--- src/hw/rtl/slbc_pkg.sv ---
// Shared types, register indexes and reset constants for the status LED blink code block.
package slbc_pkg;

    localparam int PROFILE_COUNT    = 8;
    localparam int STARTUP_DELAY_MS = 1000;

    localparam int MS_W    = 16;
    localparam int PULSE_W = 4;
    localparam int INDEX_W = 3;
    localparam int REG_W   = 3;

    localparam logic [PULSE_W-1:0] PROFILE_LAST = PULSE_W'(PROFILE_COUNT - 1);

    localparam logic [REG_W-1:0] REG_SHORT_PULSE   = 3'd0;
    localparam logic [REG_W-1:0] REG_LONG_PULSE    = 3'd1;
    localparam logic [REG_W-1:0] REG_GAP           = 3'd2;
    localparam logic [REG_W-1:0] REG_PAUSE         = 3'd3;
    localparam logic [REG_W-1:0] REG_RESTART_DELAY = 3'd4;

    localparam logic [MS_W-1:0] SHORT_PULSE_RST   = 16'd100;
    localparam logic [MS_W-1:0] LONG_PULSE_RST    = 16'd400;
    localparam logic [MS_W-1:0] GAP_RST           = 16'd250;
    localparam logic [MS_W-1:0] PAUSE_RST         = 16'd2500;
    localparam logic [MS_W-1:0] RESTART_DELAY_RST = 16'd600;
    localparam logic [MS_W-1:0] STARTUP_DELAY     = MS_W'(STARTUP_DELAY_MS);

    localparam logic CMD_TICK   = 1'b0;
    localparam logic CMD_CHANGE = 1'b1;

    typedef struct packed {
        logic [MS_W-1:0] short_pulse_ms;
        logic [MS_W-1:0] long_pulse_ms;
        logic [MS_W-1:0] gap_ms;
        logic [MS_W-1:0] pause_ms;
        logic [MS_W-1:0] restart_delay_ms;
    } slbc_cfg_t;

endpackage

--- src/hw/rtl/slbc_cfg_regs.sv ---
// Configuration register file for the blink timing values.
module slbc_cfg_regs
    import slbc_pkg::*;
(
    input  logic                 clk,
    input  logic                 rst_n,
    input  logic                 cfg_valid,
    output logic                 cfg_ready,
    input  logic [REG_W-1:0]     cfg_index,
    input  logic [MS_W-1:0]      cfg_data,
    output slbc_cfg_t            cfg
);

    slbc_cfg_t cfg_reg;
    slbc_cfg_t cfg_next;

    assign cfg_ready = 1'b1;
    assign cfg       = cfg_reg;

    always_comb
    begin
        cfg_next = cfg_reg;
        if (cfg_valid)
        begin
            unique case (cfg_index)
                REG_SHORT_PULSE:   cfg_next.short_pulse_ms   = cfg_data;
                REG_LONG_PULSE:    cfg_next.long_pulse_ms    = cfg_data;
                REG_GAP:           cfg_next.gap_ms           = cfg_data;
                REG_PAUSE:         cfg_next.pause_ms         = cfg_data;
                REG_RESTART_DELAY: cfg_next.restart_delay_ms = cfg_data;
                default:           cfg_next = cfg_reg;
            endcase
        end
    end

    always_ff @(posedge clk or negedge rst_n)
    begin
        if (!rst_n)
        begin
            cfg_reg.short_pulse_ms   <= SHORT_PULSE_RST;
            cfg_reg.long_pulse_ms    <= LONG_PULSE_RST;
            cfg_reg.gap_ms           <= GAP_RST;
            cfg_reg.pause_ms         <= PAUSE_RST;
            cfg_reg.restart_delay_ms <= RESTART_DELAY_RST;
        end
        else
        begin
            cfg_reg <= cfg_next;
        end
    end

endmodule

--- src/hw/rtl/slbc_core.sv ---
// Blink sequencer: millisecond down-counter, pulse counter and LED state.
module slbc_core
    import slbc_pkg::*;
(
    input  logic                 clk,
    input  logic                 rst_n,
    input  logic                 en,
    input  logic                 cmd,
    input  logic [INDEX_W-1:0]   profile_index,
    input  logic                 link_connected,
    input  slbc_cfg_t            cfg,
    output logic                 lit_next
);

    logic [MS_W-1:0]    delay_left_reg, delay_left_next;
    logic               restart_pending_reg, restart_pending_next;
    logic               lit_reg;
    logic [PULSE_W-1:0] pulses_left_reg, pulses_left_next;
    logic [MS_W-1:0]    pulse_length_reg, pulse_length_next;

    logic               step_fire;
    logic               cur_lit;
    logic [PULSE_W-1:0] cur_pulses;
    logic [PULSE_W-1:0] dec_pulses;
    logic [PULSE_W-1:0] sat_index;
    logic [MS_W-1:0]    new_length;

    assign step_fire = en && (cmd == CMD_TICK) && (delay_left_reg <= MS_W'(1));

    // A pending restart wipes the pulse state before the step.
    assign cur_lit    = restart_pending_reg ? 1'b0 : lit_reg;
    assign cur_pulses = restart_pending_reg ? '0 : pulses_left_reg;
    assign dec_pulses = cur_pulses - PULSE_W'(1);

    always_comb
    begin
        sat_index = {1'b0, profile_index};
        if (sat_index > PROFILE_LAST)
            sat_index = PROFILE_LAST;
    end

    assign new_length = link_connected ? cfg.short_pulse_ms : cfg.long_pulse_ms;

    always_comb
    begin
        delay_left_next      = delay_left_reg;
        restart_pending_next = restart_pending_reg;
        lit_next             = lit_reg;
        pulses_left_next     = pulses_left_reg;
        pulse_length_next    = pulse_length_reg;
        if (en)
        begin
            priority if (cmd == CMD_CHANGE)
            begin
                restart_pending_next = 1'b1;
                delay_left_next      = cfg.restart_delay_ms;
            end
            else if (delay_left_reg > MS_W'(1))
            begin
                delay_left_next = delay_left_reg - MS_W'(1);
            end
            else
            begin
                restart_pending_next = 1'b0;
                if (cur_lit)
                begin
                    lit_next         = 1'b0;
                    pulses_left_next = dec_pulses;
                    delay_left_next  = (dec_pulses != '0) ? cfg.gap_ms : cfg.pause_ms;
                end
                else if (cur_pulses == '0)
                begin
                    // Start a new group.
                    lit_next          = 1'b1;
                    pulses_left_next  = sat_index + PULSE_W'(1);
                    pulse_length_next = new_length;
                    delay_left_next   = new_length;
                end
                else
                begin
                    lit_next         = 1'b1;
                    pulses_left_next = cur_pulses;
                    delay_left_next  = pulse_length_reg;
                end
            end
        end
    end

    always_ff @(posedge clk or negedge rst_n)
    begin
        if (!rst_n)
        begin
            delay_left_reg      <= STARTUP_DELAY;
            restart_pending_reg <= 1'b1;
            lit_reg             <= 1'b0;
            pulses_left_reg     <= '0;
            pulse_length_reg    <= '0;
        end
        else
        begin
            delay_left_reg      <= delay_left_next;
            restart_pending_reg <= restart_pending_next;
            lit_reg             <= lit_next;
            pulses_left_reg     <= pulses_left_next;
            pulse_length_reg    <= pulse_length_next;
        end
    end

    a_lit_has_pulse: assert property (@(posedge clk) disable iff (!rst_n)
        lit_reg |-> (pulses_left_reg != '0))
        else $error("LED lit with no pulse left");

    a_step_clears_restart: assert property (@(posedge clk) disable iff (!rst_n)
        step_fire |=> !restart_pending_reg)
        else $error("restart still pending after a step");

    a_change_reloads: assert property (@(posedge clk) disable iff (!rst_n)
        (en && cmd == CMD_CHANGE) |=>
            (restart_pending_reg && delay_left_reg == $past(cfg.restart_delay_ms)))
        else $error("change event did not reload restart delay");

    a_idle_holds: assert property (@(posedge clk) disable iff (!rst_n)
        !en |=> ($stable(delay_left_reg) && $stable(lit_reg) && $stable(pulses_left_reg)))
        else $error("state moved without a transaction");

endmodule

--- src/hw/rtl/status_led_blink_code.sv ---
// Top level: input register, blink sequencer and result register.
// An accepted transaction is held in the input register, and its result then in the result register.
// Throughput: one item per cycle while the result register is not stalled.
// Back-pressure: the input stalls only when the input register holds an item
// and the result register is full and stalled.
// Reset: asynchronous, active low; timing registers take their defaults and the
// sequencer starts as if initialization had just completed (restart pending).
module status_led_blink_code
    import slbc_pkg::*;
(
    input  logic                 clk,
    input  logic                 rst_n,
    input  logic                 in_valid,
    output logic                 in_stall,
    input  logic                 cmd,
    input  logic [INDEX_W-1:0]   profile_index,
    input  logic                 link_connected,
    output logic                 out_valid,
    input  logic                 out_stall,
    output logic                 led_level,
    input  logic                 cfg_valid,
    output logic                 cfg_ready,
    input  logic [REG_W-1:0]     cfg_index,
    input  logic [MS_W-1:0]      cfg_data
);

    slbc_cfg_t          cfg;
    logic               in_valid_reg;
    logic               cmd_reg;
    logic [INDEX_W-1:0] profile_index_reg;
    logic               link_connected_reg;
    logic               out_valid_reg;
    logic               led_level_reg;
    logic               advance;
    logic               lit_next;

    assign advance   = !out_valid_reg || !out_stall;
    assign in_stall  = in_valid_reg && !advance;
    assign out_valid = out_valid_reg;
    assign led_level = led_level_reg;

    slbc_cfg_regs u_cfg (
        .clk       (clk),
        .rst_n     (rst_n),
        .cfg_valid (cfg_valid),
        .cfg_ready (cfg_ready),
        .cfg_index (cfg_index),
        .cfg_data  (cfg_data),
        .cfg       (cfg)
    );

    slbc_core u_core (
        .clk            (clk),
        .rst_n          (rst_n),
        .en             (in_valid_reg && advance),
        .cmd            (cmd_reg),
        .profile_index  (profile_index_reg),
        .link_connected (link_connected_reg),
        .cfg            (cfg),
        .lit_next       (lit_next)
    );

    always_ff @(posedge clk or negedge rst_n)
    begin
        if (!rst_n)
        begin
            in_valid_reg  <= 1'b0;
            out_valid_reg <= 1'b0;
        end
        else
        begin
            if (!in_stall)
                in_valid_reg <= in_valid;
            if (advance)
                out_valid_reg <= in_valid_reg;
        end
    end

    // Payload: capture a new transaction, hold the result while stalled.
    always_ff @(posedge clk)
    begin
        if (in_valid && !in_stall)
        begin
            cmd_reg            <= cmd;
            profile_index_reg  <= profile_index;
            link_connected_reg <= link_connected;
        end
        if (advance && in_valid_reg)
            led_level_reg <= lit_next;
    end

endmodule
--- config.mk ---
export PLATFORM = sky130hd
export DESIGN_NAME = status_led_blink_code
export DESIGN_NICKNAME = d
export VERILOG_FILES = /design/src/hw/rtl/slbc_pkg.sv /design/src/hw/rtl/slbc_cfg_regs.sv /design/src/hw/rtl/slbc_core.sv /design/src/hw/rtl/status_led_blink_code.sv
export SDC_FILE = /design/constraint.sdc
export NUM_CORES = 1
export LEC_CHECK = 0
export BUFFER_PORTS_ARGS = -buffer_cell sky130_fd_sc_hd__clkbuf_2
export CORE_MARGIN = 1.5
export CORE_UTILIZATION = 42
export DETAILED_ROUTE_END_ITERATION = 10
export GPL_TIMING_DRIVEN = 0
export PLACE_DENSITY = 0.57
export SYNTH_ARGS = -nofsm -noshare
export SYNTH_HDL_FRONTEND = slang
export SYNTH_HIERARCHICAL = 1
export SYNTH_SLANG_ARGS = --single-unit
--- constraint.sdc ---
create_clock -name clk -period 6.95 [get_ports clk]
set_clock_uncertainty 0.2 [all_clocks]
set_input_delay 0.3475 -clock clk [delete_from_list [all_inputs] [get_ports clk]]
set_output_delay 0.3475 -clock clk [all_outputs]
set_load 0.05 [all_outputs]
==> results.sh, run 1 <==
export IMPL_synth_edff_count=6
export IMPL_setup_tns_ns=0
export IMPL_synthFlopType="sky130_fd_sc_hd__dfrtp_1"
export IMPL_ctsLongestPathBuffers=2
export IMPL_critical_path_cell_chain="dlygate4sd3_1 > clkbuf_2 > a21boi_0 > clkinv_1 > nor4_4 > nand2_1 > buf_2 > nand2_1 > o21ai_0"
export IMPL_critical_path_endpoint_type="register"
export IMPL_quantity_of_gates_resized_following_cts=0
export IMPL_final_fill_count=1307
export IMPL_ioPinCount=33
export IMPL_num_antenna_cells=0
export IMPL_number_of_flip_flops_in_the_largest_register=80
export IMPL_cts_reportedPaths_clkPinSlew_ns=0.06
export IMPL_worst_path_max_delay_cell="sky130_fd_sc_hd__a21boi_0"
export IMPL_finalHoldViolCount=0
export IMPL_horizontal_die_dimension_microns=126
export IMPL_placed_cell_area_sq_um=6770
export IMPL_area_sequential_sq_um=3220
export IMPL_final_period_utilization=0.525
export IMPL_area_added_between_synthesis_and_finish_pct=17.8
export IMPL_max_cap_violations=0
export IMPL_gr_usage_all_layers=0.232
export IMPL_die_area_sq_um=15800
export IMPL_port_buffers=31
export IMPL_worst_hold_path_type="in2reg"
export IMPL_layout_cells_most_common="sky130_fd_sc_hd__dfrtp_1"
export IMPL_grt_ovfl_total=0
export IMPL_yosysSeqAreaShare=0.508
export IMPL_grtUsageMet3=0.0578
export IMPL_clock_tree_root_cell="sky130_fd_sc_hd__clkbuf_16"
export IMPL_worst_ep_required_time_ns=7.05
export IMPL_numClockSinks=126
export IMPL_layout_common_cells="sky130_fd_sc_hd__dfrtp_1, sky130_fd_sc_hd__mux2_2, sky130_fd_sc_hd__nand2_1"
export IMPL_grt_most_used_layer="met2"
export IMPL_path_class="in2reg"
export IMPL_multi_input_area_sq_um=2890
export IMPL_synth_area_per_cell_sq_um=11.8
export IMPL_timing_max_slew_rel_slack=0.227
export IMPL_nets=633
export IMPL_final_layout_size_suffix_gt1_frac=0.357
export IMPL_grt_met1_usage=0.306
export IMPL_worst_ep_arrival_time_ns=3.75
export IMPL_synth_warnings=6
export IMPL_drv_slew=0
export IMPL_routed_wl_microns=17100
export IMPL_via_count=4557
export IMPL_critical_path_max_fanout=10
export IMPL_yosys_register_bits=126
export IMPL_chipHeight_microns=126
export IMPL_syn_num_nets=572
export IMPL_run_status="complete, no violations"
export IMPL_synth_area_sq_um=6340
export IMPL_finish_utilization=0.509
export IMPL_clkLatencyLatePin_ns=0.43
export IMPL_setup_repair_after_global_routing_missed_its_margin="false"
export IMPL_placed_wire_length_estimate_after_detailed_placement_microns=11500
export IMPL_drc=0
export IMPL_synth_lib_cells_used_distinct=74
export IMPL_critPathLaunchType="input pin"
export IMPL_placement_rows=44
export IMPL_floorplan_initialDensity=0.433
export IMPL_cpMostUsedCell="sky130_fd_sc_hd__nand2_1"
export IMPL_timing_critical_path_buf_inv=4
export IMPL_tritoncts="done"
export IMPL_synth_async_sr_flop_share=0.952
export IMPL_grt_pass1_wl_microns=27400
export IMPL_p_leak_nw=3.13
export IMPL_setup_viol_count_final=0
export IMPL_postLayoutCellArea_sq_um=7460
export IMPL_worst_path_setup_slack_after_routing_ns=3.30
export IMPL_delay_of_the_slowest_cell_on_the_worst_path_ns=0.88
export IMPL_grtUsageMet2=0.365
export IMPL_drt_first_iter_violations=373
export IMPL_cts_buffers_inserted=17
export IMPL_path_delay_family="buffers and inverters"
export IMPL_power_per_cell_area_nw_per_um2=307
export IMPL_max_clock_freq_mhz=274
export IMPL_place_gp_congestion=0.923
export IMPL_place_ws_ns=3.39
export IMPL_grt_pass1_vias=4845
export IMPL_grt_max_degree=78
export IMPL_routed_via_density=5.73
export IMPL_clock_tree_htree_level_count=4
export IMPL_syn_instance_count=537
export IMPL_grt_antenna_before_repair=0
export IMPL_placeableCoreArea_sq_um=14600
export IMPL_avgRoutedWirePerCell_microns=21.5
export IMPL_worst_slew_pin_slew_ns=1.15
export IMPL_vdd_ir_drop_max_mv=0.204
export IMPL_fin_crit_ns=3.65
export IMPL_antenna_violating_nets_post_route=0
export IMPL_first_pass_iters=7
## cells by family (layout without fill, tap and decap cells)
family	count (synthesis)	count (layout)	synth area share
buffers and inverters	42	116	0.0373
and+or+nand+nor	123	123	0.112
other	1	1	0.000592
muxes	114	114	0.198
adders and majority gates	6	6	0.0118
DFF	126	126	0.508
xor gates and xnor gates	4	4	0.00553
AOI/OAI and AO/OA	121	121	0.127
## what timing repair did
action / 4_1_cts / 5_1_grt
hold endpoints to repair: 53 / 0
hold buffers: 9 / 0
setup buffers: 0 / 0
## final cells by class
class	count	area share
plain buffers	31	0.0262
clock buffers	18	0.0575
clock inverters	14	0.0226
inverters	11	0.00553
multi-input cells	369	0.387
flip-flops and latches	126	0.431
well taps	184	0.0309
repair buffers	42	0.0392
## worst reg2reg max path, delay by kind of cell (launching register included)
family                 cells  cell delay (ns)
AO/OA/AOI/OAI              2             0.98
buffers and inverters      2             0.95
flip-flops                 1             0.41
AND/OR/NAND/NOR            3             0.84
## stage by stage
step	std cells	power, mW	hold slack [ns]
after floorplan	537	1.27	-0.148
after global placement	752	1.37	0.263
after detailed placement	754	1.39	0.115
after CTS	795	2.31	0.0000694
after global routing	795	2.40	0.0128
final	795	2.29	0.0154
## synthesized netlist by cell type, drive strengths merged (9+ instances only)
| cell type | number | area, sq um |
|---|---|---|
| nor3 | 9 | 72.6 |
| dfrtp | 92 | 2300 |
| a21oi | 22 | 110 |
| mux2i | 27 | 270 |
| mux2 | 87 | 983 |
| nand2 | 48 | 180 |
| buf | 16 | 139 |
| o21ai | 38 | 201 |
| clkbuf | 15 | 56.3 |
| nor2 | 23 | 86.3 |
| dfstp | 28 | 736 |
| inv | 10 | 37.5 |
## routing by layer
metal	vias to the layer above	wire (microns)
li1	2097	-
met1	2302	7820
met2	127	7850
met3	31	888
met4	0	551
met5	-	0
## power by group
part	internal (mW)	leakage [nW]	switching, mW	total [mW]
clock	0.563	0.287	0.343	0.906
sequential	0.905	1.50	0.0997	1.00
combinational	0.194	1.34	0.188	0.382
total	1.66	3.13	0.631	2.29
## worst paths after layout
kind,depth (start not counted),endpoint,startpoint,slack [ns]
min in group asynchronous,2,u_cfg/cfg[48],rst_n,0.21
worst max-delay path,9,u_core/pulse_length_reg[6],out_stall,3.30
max in group asynchronous,3,u_cfg/cfg[9],rst_n,5.61
worst min register to register,2,u_core/pulse_length_reg[0],u_core/pulse_length_reg[0],0.28
worst min-delay path,2,u_cfg/cfg[30],cfg_data[14],0.02
worst max register to register,7,u_core/pulse_length_reg[6],out_valid,3.44
(Power assumes the default switching activity.)
==> run 2: changes to the inputs <==
--- a/config.mk
+++ b/config.mk
@@ -10,7 +10,7 @@
 export CORE_UTILIZATION = 42
 export DETAILED_ROUTE_END_ITERATION = 10
 export GPL_TIMING_DRIVEN = 0
-export PLACE_DENSITY = 0.57
+export PLACE_DENSITY = 0.59
 export SYNTH_ARGS = -nofsm -noshare
 export SYNTH_HDL_FRONTEND = slang
 export SYNTH_HIERARCHICAL = 1
==> constraint.sdc (replaced) <==
create_clock -name clk -period 2.9 [get_ports clk]
set_clock_uncertainty 0.2 [all_clocks]
set_input_delay 0.145 -clock clk [delete_from_list [all_inputs] [get_ports clk]]
set_output_delay 0.145 -clock clk [all_outputs]
set_load 0.05 [all_outputs]
==> results.sh, run 2 (synthesized netlist as in run 1, its figures left out) <==
export IMPL_holdPathEnd="u_cfg/cfg[70]"
export IMPL_critical_path_max_fanout=6
export IMPL_hold_path_startpoint="cfg_index[2]"
export IMPL_vdd_ir_drop_max_mv=0.453
export IMPL_clkLatencyLatePin_ns=0.42
export IMPL_violations_in_the_final_reports="design-rule violations"
export IMPL_antenna_violating_nets_post_route=0
export IMPL_reg2reg_to="u_core/delay_left_reg[0]"
export IMPL_cts_buffers_inserted=17
export IMPL_ctsLongestPathBuffers=2
export IMPL_num_antenna_cells=0
export IMPL_placeableCoreArea_sq_um=14600
export IMPL_run_status="complete, but fails checks"
export IMPL_critPathLaunchType="register"
export IMPL_max_clock_freq_mhz=358
export IMPL_placement_rows=44
export IMPL_origin_of_the_worst_setup_path="u_core/delay_left_reg[11]"
export IMPL_final_period_utilization=0.964
export IMPL_chipHeight_microns=126
export IMPL_grt_pass1_vias=4888
export IMPL_die_area_sq_um=15800
export IMPL_power_per_cell_area_nw_per_um2=695
export IMPL_postLayoutCellArea_sq_um=7630
export IMPL_worst_r2r_setup_slack_ns=0.11
export IMPL_worst_slew_pin_slew_ns=0.841
export IMPL_drv_slew=0
export IMPL_final_layout_size_suffix_gt1_frac=0.366
export IMPL_ioPinCount=33
export IMPL_worstRegToRegCells=7
export IMPL_p_leak_nw=3.20
export IMPL_path_class="reg2reg"
export IMPL_first_pass_iters=8
export IMPL_grt_ovfl_total=0
export IMPL_tritoncts="done"
export IMPL_worst_path_setup_slack_after_routing_ns=0.105
export IMPL_critical_path_endpoint_type="register"
export IMPL_gr_usage_all_layers=0.231
export IMPL_setup_viol_count_final=0
export IMPL_port_buffers=31
export IMPL_cts_reportedPaths_clkPinSlew_ns=0.06
export IMPL_drc=4
export IMPL_grt_max_degree=106
export IMPL_max_cap_violations=0
export IMPL_nets=651
export IMPL_routed_wl_microns=17200
export IMPL_placed_cell_area_sq_um=6760
export IMPL_layout_common_cells="sky130_fd_sc_hd__dfrtp_1, sky130_fd_sc_hd__mux2_2, sky130_fd_sc_hd__nand2_1"
export IMPL_grt_antenna_before_repair=0
export IMPL_numClockSinks=126
export IMPL_worstReg2RegStart="u_core/delay_left_reg[11]"
export IMPL_placed_wire_length_estimate_after_detailed_placement_microns=11200
export IMPL_number_of_flip_flops_in_the_largest_register=80
export IMPL_setup_repair_after_global_routing_missed_its_margin="false"
export IMPL_clock_tree_root_cell="sky130_fd_sc_hd__clkbuf_16"
export IMPL_fin_crit_ns=2.79
export IMPL_routed_via_density=5.76
export IMPL_place_gp_congestion=0.911
export IMPL_horizontal_die_dimension_microns=126
export IMPL_avgRoutedWirePerCell_microns=21.2
export IMPL_area_added_between_synthesis_and_finish_pct=20.4
export IMPL_timing_max_slew_rel_slack=0.437
export IMPL_grt_pass1_wl_microns=27100
export IMPL_min_delay_path_depth=3
export IMPL_floorplan_initialDensity=0.433
export IMPL_via_count=4685
export IMPL_place_ws_ns=-0.558
export IMPL_drt_first_iter_violations=367
export IMPL_worst_ep_arrival_time_ns=2.90
export IMPL_worst_ep_required_time_ns=3.00
export IMPL_worst_hold_path_type="in2reg"
export IMPL_clock_tree_htree_level_count=4
export IMPL_layout_cells_most_common="sky130_fd_sc_hd__dfrtp_1"
export IMPL_finalHoldViolCount=0
run 2: routing by layer:
metal	vias to the layer above	wire [microns]	GRT usage
met1	2393	7690	0.299
met5	-	0	0
met4	0	320	0.0832
met3	24	918	0.0603
li1	2130	-	-
met2	138	8300	0.375
run 2: area by class of cell:
class | count | area [sq um]
inverters | 11 | 42.5
clock inverters | 13 | 91.3
clock buffers | 19 | 453
plain buffers | 30 | 199
multi-input cells | 369 | 2910
well taps | 184 | 230
flip-flops and latches | 126 | 3220
repair buffers | 61 | 487
fillers | 1254 | 7020
run 2: how the worst max path moves through the flow:
stage                                 endpoint  slack (ns)  depth (start not counted)
floorplan           u_core/pulse_length_reg[4]        0.10                          7
global placement     u_core/delay_left_reg[10]       -0.91                          8
detailed placement  u_core/pulse_length_reg[6]       -0.56                          7
CTS                 u_core/pulse_length_reg[6]       0.004                          7
global route          u_core/delay_left_reg[1]       0.009                          6
finish                u_core/delay_left_reg[0]        0.11                          7
run 2: repair_timing:
item                                   CTS  global route
resized for setup                        7             7
setup endpoints to repair               37            15
hold buffers                            26             0
buffers inserted                         3             0
endpoints found under the hold margin  191             0
pin swaps                                1             0
run 2: stage by stage:
stage / power [mW] / hold WS (ns) / cells / setup TNS (ns) / util
2_1_floorplan: 3.03 / -0.351 / 537 / 0 / -
3_3_place_gp: 3.28 / 0.124 / 752 / -43.78 / 0.459
3_5_place_dp: 3.33 / -0.187 / 753 / -11.09 / 0.462
4_1_cts: 5.32 / 0.0339 / 813 / 0 / 0.520
5_1_grt: 5.55 / 0.0496 / 813 / 0 / 0.521
6_report: 5.30 / 0.0460 / 813 / 0 / 0.521
run 2: worst max-delay path, stage by stage (launching register included):
cell and delay, ns:
sky130_fd_sc_hd__dfrtp_1 0.42, sky130_fd_sc_hd__or4_4 0.57, sky130_fd_sc_hd__or3_1 0.39, sky130_fd_sc_hd__buf_6 0.15, sky130_fd_sc_hd__nor3_1 0.55, sky130_fd_sc_hd__nor2_1 0.10, sky130_fd_sc_hd__a32oi_1 0.22, sky130_fd_sc_hd__nand2_1 0.07
run 2: where the power goes:
part	switching, mW	internal, mW
Sequential	0.239	2.17
Combinational	0.456	0.482
Clock	0.822	1.13
